--- config.mk ---
export PLATFORM = sky130hd
export DESIGN_NAME = plbu_ctrl
export DESIGN_NICKNAME = d
export VERILOG_FILES = /design/src/rtl/core/plbu_pkg.sv /design/src/rtl/core/plbu_ctrl.sv
export SDC_FILE = /design/constraint.sdc
export NUM_CORES = 1
export LEC_CHECK = 0
export BUFFER_PORTS_ARGS = -buffer_cell sky130_fd_sc_hd__buf_2
export CORE_AREA = 2 2 39 41
export CTS_CLUSTER_SIZE = 10
export DETAILED_ROUTE_END_ITERATION = 12
export DIE_AREA = 0 0 41 43
export PLACE_DENSITY = 0.33
export RECOVER_POWER = 100
export SETUP_SLACK_MARGIN = 0.3
export SLEW_MARGIN = 0
export SYNTH_ARGS = -nofsm -noshare
export SYNTH_HDL_FRONTEND = slang
export SYNTH_SLANG_ARGS = --single-unit
--- constraint.sdc ---
create_clock -name clk -period 1 [get_ports clk]
set_clock_uncertainty 0.1 [all_clocks]
set_input_delay 0.05 -clock clk [delete_from_list [all_inputs] [get_ports clk]]
set_output_delay 0.05 -clock clk [all_outputs]
set_load 0.05 [all_outputs]
--- src/rtl/core/plbu_pkg.sv ---
package plbu_pkg;

  localparam int MAX_DEPTH   = 10;
  localparam int INSTRUMENTS = 256;
  localparam int NLV         = 2 * MAX_DEPTH;
  localparam int CW          = $clog2(MAX_DEPTH + 1);
  localparam int KW          = (MAX_DEPTH > 1) ? $clog2(MAX_DEPTH) : 1;
  localparam int FW          = $clog2(NLV);

  localparam logic [1:0] CMD_ENTRY  = 2'd0;
  localparam logic [1:0] CMD_DEFINE = 2'd1;
  localparam logic [1:0] CMD_RESET  = 2'd2;
  localparam logic [1:0] CMD_UNUSED = 2'd3;

  localparam logic [2:0] TY_BID   = 3'd0;
  localparam logic [2:0] TY_OFFER = 3'd1;
  localparam logic [2:0] TY_RESET = 3'd3;

  localparam logic [2:0] ACT_NEW    = 3'd0;
  localparam logic [2:0] ACT_CHANGE = 3'd1;
  localparam logic [2:0] ACT_DELETE = 3'd2;
  localparam logic [2:0] ACT_THRU   = 3'd3;
  localparam logic [2:0] ACT_FROM   = 3'd4;
  localparam logic [2:0] ACT_OVLY   = 3'd5;

  localparam logic [2:0] ST_APPLIED = 3'd0;
  localparam logic [2:0] ST_STALE   = 3'd1;
  localparam logic [2:0] ST_SKIPPED = 3'd2;
  localparam logic [2:0] ST_GAP     = 3'd3;
  localparam logic [2:0] ST_BOOKERR = 3'd4;
  localparam logic [2:0] ST_IGNORED = 3'd5;
  localparam logic [2:0] ST_DONE    = 3'd6;

  typedef enum logic [1:0] {
    S_IDLE,
    S_EXEC,
    S_EMIT
  } state_t;

  typedef struct packed {
    logic [1:0]         command;
    logic [7:0]         instrument;
    logic [31:0]        sequence_number;
    logic [2:0]         entry_type;
    logic [2:0]         update_action;
    logic [7:0]         price_level;
    logic signed [63:0] price;
    logic               price_valid;
    logic signed [31:0] quantity;
    logic               size_present;
    logic [7:0]         depth_setting;
  } item_t;

  typedef struct packed {
    logic [2:0]         status;
    logic               level_valid;
    logic               side;
    logic signed [63:0] level_price;
    logic [30:0]        level_qty;
    logic               is_recovering;
    logic               last;
  } result_t;

  typedef struct packed {
    logic signed [63:0] px;
    logic [30:0]        qty;
  } lvl_t;

  typedef struct packed {
    logic [CW-1:0] cnt_b;
    logic [CW-1:0] cnt_a;
    logic [31:0]   seq;
    logic          unk;
    logic          rec;
    logic [CW-1:0] depth;
  } meta_t;

  typedef struct packed {
    logic cap;
    logic exec;
    logic step;
  } ctrl_cmd_t;

  typedef struct packed {
    logic can_step;
    logic final_step;
  } dp_sts_t;

  function automatic logic beats(input logic sd, input logic signed [63:0] a,
                                 input logic signed [63:0] b);
    return sd ? (a < b) : (a > b);
  endfunction

endpackage

--- src/rtl/core/plbu_ctrl.sv ---
module plbu_ctrl (
  input  logic                clk,
  input  logic                rst,
  input  logic                in_valid,
  output logic                in_ready,
  input  plbu_pkg::dp_sts_t   sts,
  output plbu_pkg::ctrl_cmd_t cmd
);
  import plbu_pkg::*;

  state_t state;
  state_t state_next;

  always_ff @(posedge clk) begin
    if (rst) begin
      state <= S_IDLE;
    end else begin
      state <= state_next;
    end
  end

  always_comb begin
    state_next = state;
    case (state)
      S_IDLE: begin
        if (in_valid) begin
          state_next = S_EXEC;
        end
      end
      S_EXEC: begin
        state_next = S_EMIT;
      end
      S_EMIT: begin
        if (sts.can_step && sts.final_step) begin
          state_next = S_IDLE;
        end
      end
      default: begin
        state_next = S_IDLE;
      end
    endcase
  end

  always_comb begin
    in_ready = 1'b0;
    cmd      = '0;
    case (state)
      S_IDLE: begin
        in_ready = 1'b1;
        cmd.cap  = in_valid;
      end
      S_EXEC: begin
        cmd.exec = 1'b1;
      end
      S_EMIT: begin
        cmd.step = sts.can_step;
      end
      default: begin
        cmd = '0;
      end
    endcase
  end

  a_cap_exec: assert property (@(posedge clk) disable iff (rst)
    cmd.cap |=> state == S_EXEC) else $error("capture not followed by execute");
  a_step_room: assert property (@(posedge clk) disable iff (rst)
    cmd.step |-> sts.can_step) else $error("transfer step into full output");
  a_final_idle: assert property (@(posedge clk) disable iff (rst)
    (cmd.step && sts.final_step) |=> state == S_IDLE) else $error("no return to idle");

endmodule
Word-level counts from Yosys, hierarchy flattened

Index checks and enable logic that the tools add are counted.

Equality and inequality tests: 4
Mux-type cells: 7
Reduce and logical (&&, ||, !) cells: 3

Operators by type and width:

| kind               | count |
|---|---|
| $pmux 2 s3         | 1 |
| $mux 1             | 4 |
| $mux 2             | 2 |
| $ne 2x2->1 const B | 2 |
| $eq 2x1->1 const B | 1 |
| $eq 2x2->1 const B | 1 |
| $logic_not 2->1    | 1 |
| $reduce_and 2->1   | 1 |
| $logic_and 1x1->1  | 1 |

Flip-flop bits (word level): 2
Input port bits: 5
Output and inout port bits: 4
Logic and storage cells: 15

Logic depth before layout (Yosys ltp)

Depth in word-level cells: 3
Depth in mapped cells: 3
Gate-level depth less buffers: 3

Worst setup path before layout

No wires, ideal clock.

Path kind: register to register
From: reg state[1]
To: reg state[0]
Library setup time: 0.060 ns
Arrival: 1.460 ns
Data required time: 0.840 ns
Setup slack: -0.619 ns
Stages on the path, launching flop included: 4
Buffers on the path: 0
Period minus slack after synthesis: 1.619 ns
Cell sequence: dfxtp_1 nor2_2 and2_1 and2b_1

Word-level cells in the longest chain between the ends: 3
Elaborated cells between the ends (all ways): 7
Those cells by class: eq/ne: 4; mux: 1; reduce/logical: 2

RTL lines:

| what                                          | RTL line        | text |
|---|---|---|
| from (decl)                                   | plbu_ctrl.sv:11 | `state_t state;` |
| from (signal assigned)                        | plbu_ctrl.sv:18 | `state <= state_next;` |
| $eq 2x2->1 or $logic_not 2->1 (tied branches) | plbu_ctrl.sv:24 | `case (state)` |
| $ne 2x2->1 (no line)                          | n/a             |  |
| $reduce_and 2->1 (no line)                    | n/a             |  |

Several ways; a longest one is shown, not always the timed one.
A chain may end at the register's enable or synchronous reset.

==> reports/qor.yml <==
setup_path:
  arrival_ns: 1.04
  cpMaxStageDelayCell: "dfxtp_2"
  r2r_cells: 5
  worstSetupPathType: "reg -> out"
  worst-r2r-setup-slack_ns: -0.15
  end_kind: "primary output"
  cp-start-kind: "register"
  crit-reg2reg-launch: "state[0]"
  crit_fanout: 3
  crit_required_ns: 0.85
  cp_cell_sequence: "and2b_2 -> and2_4 -> buf_8"
  critical-path-max-stage-delay_ns: 0.32
  r2r-end: "state[1]"
synth:
  yosysUniqueCellTypes: 9
  syn_nets: 16
  yosysTopAreaCellShare_pct: 41.0
  ys_seq_area_share_pct: 41.0
  synth_compound_area_share_pct: 5.13
  synth-simple-area-share_pct: 53.8
  post_synth.cell_area_avg_um2: 8.87
  synth-edff-count: 0
  synthesis.area_um2: 97.6
  ys_ff_latch: 2
  synth_fa_ha_area_share_pct: 0
  synth_top_cell_by_area: "dfxtp_1"
  synth_area_leaders: "dfxtp_1 41%, and2b_2 18%, and2_2 7.7%"
  synthTopCellsByCount: "2 x and2b_2, 2 x dfxtp_1"
  synth_async_sr_flop_share_pct: 0
  synth-main-ff-cell: "dfxtp_1"
  synth_cells: 11
  ys.warnings.count: 0
  synth_top_family_by_area: "simple AND/OR/NAND/NOR gates"
  synthMuxAreaShare_pct: 0
  synth_xor_area_share_pct: 0
detailed_routing:
  via_per_inst: 3.10
  totalWireLength_um: 332
  drt_iter0_markers: 3
  remaining_drc_errors: 0
  wl_per_cell_um: 7.90
  vias: 130
  antenna_left: 0
  drt-pass1-iter-count: 4
power_and_ir_drop:
  p_leak_nw: 0.129
  power_w: 0.000408
  p_per_area_mw_per_mm2: 1570
  irDropWorstVdd_v: 0.000397
grt:
  grt_pass1_wl_um: 503
  grt_max_degree: 4
  grt_pass1_vias: 148
  antenna_found_initial: 0
  overflow: 0
  track_usage_pct: 4.80
run_status:
  failed_checks: "negative hold slack, negative setup slack"
  outcome: "complete, but fails checks"
placed_design:
  place_congestion: 0.549
  dpl_cell_area_um2: 180
  preCtsSetupSlack_ns: -0.0442
  dp.cells: 36
  portBuffers: 8
sta:
  setup_violations: 5
  relSlewSlack_pct: 90.4
  drv_slew: 0
  final.setup.worst_slack_ns: -0.191
  rsz0062_at_grt: "true"
  holdWs_ns: -0.112
  fin_crit_ns: 1.19
  hold_violations: 1
  worst_slew_pin_slew_ns: 0.146
  fmax_mhz: 840
  min_period_over_period_pct: 119
cells_and_area:
  largest_reg_flops: 2
  finalNonFillerCells: 42
  regMostFlops: "state"
  n_antenna_cell: 0
  drive_gt1_share_pct: 88.5
  fin_nets: 33
  reg_top3: "state: 2 flops"
  design_area_um2: 259
  area_growth_pct: 165
clocking:
  clock_latency_ns: 0.22
  htree_levels: 1
  cts_tree: "done"
  cts_buffer_depth: 2
  clock-sinks: 2
  root_buffer: "clkbuf_4"
  cts_buffers: 3
  path_clk_slew_ns: 0.03
worst_hold_path:
  worstHoldPathCells: 2
  worstHoldStart: "rst"
  whs_endpoint: "state[1]"
  hp-class: "in -> reg"
flow_run:
  maxCapViolations: 0
die:
  die_h_um: 43
  core_mm2: 0.00138
  initial_core_util_pct: 7.05
  row_count: 14
  die_w_um: 41
  ios: 9
  die-area_mm2: 0.00176
## report_power, final
part	internal, W	switching (W)	total [W]	leakage [nW]
combinational	0.0000646	0.0000709	0.000136	0.0976
sequential	0.0000870	0.00000469	0.0000917	0.0172
clock	0.000133	0.0000478	0.000180	0.0138
## how the worst max path moves through the flow
stage / from / to / slack (ns) / cells after the start
6_report: state[0] / cmd[0] / -0.19 / 3
2_1_floorplan: state[1] / state[0] / -0.20 / 3
5_1_grt: state[0] / cmd[2] / -0.23 / 4
3_5_place_dp: state[0] / cmd[0] / -0.04 / 3
3_3_place_gp: state[0] / cmd[2] / -0.04 / 4
4_1_cts: state[0] / cmd[0] / -0.20 / 3
## cell families after synthesis
family and after synthesis:
flip-flops 2, AO/OA/AOI/OAI 1, AND/OR/NAND/NOR 8
## cells in the final DEF (no fill, tap or decap)
master	n
and2b_1	1
dfxtp_2	2
and2b_4	1
buf_4	5
nand2_1	1
buf_8	3
a21oi_2	1
and2b_2	1
nor2_1	1
nor2_4	1
clkbuf_4	3
buf_2	4
and2_4	2
## timing repair
| action | in CTS | in global routing |
|---|---|---|
| pin swaps | 0 | 1 |
| resized for setup | 11 | 0 |
| endpoints found under the setup margin | 6 | 6 |
| buffers inserted | 2 | 1 |
| endpoints found under the hold margin | 1 | 1 |
## per-layer routing
metal | vias up | track usage [%] | wire length, um
met2 | 9 | 5.63 | 147
li1 | 65 | - | -
met4 | 0 | 8.00 | 0
met5 | - | 0 | 0
met3 | 0 | 2.09 | 53
met1 | 56 | 4.46 | 130
## final cells by class
| cell class | instances | area, um2 |
|---|---|---|
| multi-input cells | 9 | 71.3 |
| fillers | 159 | 1120 |
| repair buffers | 12 | 103 |
| clock buffers | 3 | 22.5 |
| well taps | 16 | 20.0 |
| flip-flops and latches | 2 | 42.5 |
## worst max-delay path: cells and delay by family, from the launching register on
family	cells	cell delay, ns
flip-flops	1	0.32
AND/OR/NAND/NOR	2	0.36
buffers and inverters	1	0.14
## per-stage QoR
stage / setup TNS [ns] / utilization [%]
floorplan: -0.260 / -
global placement: -0.0693 / 13.0
detailed placement: -0.0879 / 13.0
CTS: -0.654 / 18.2
global route: -0.883 / 18.7
finish: -0.719 / 18.7
No activity file was read; power rests on OpenSTA's default activity.
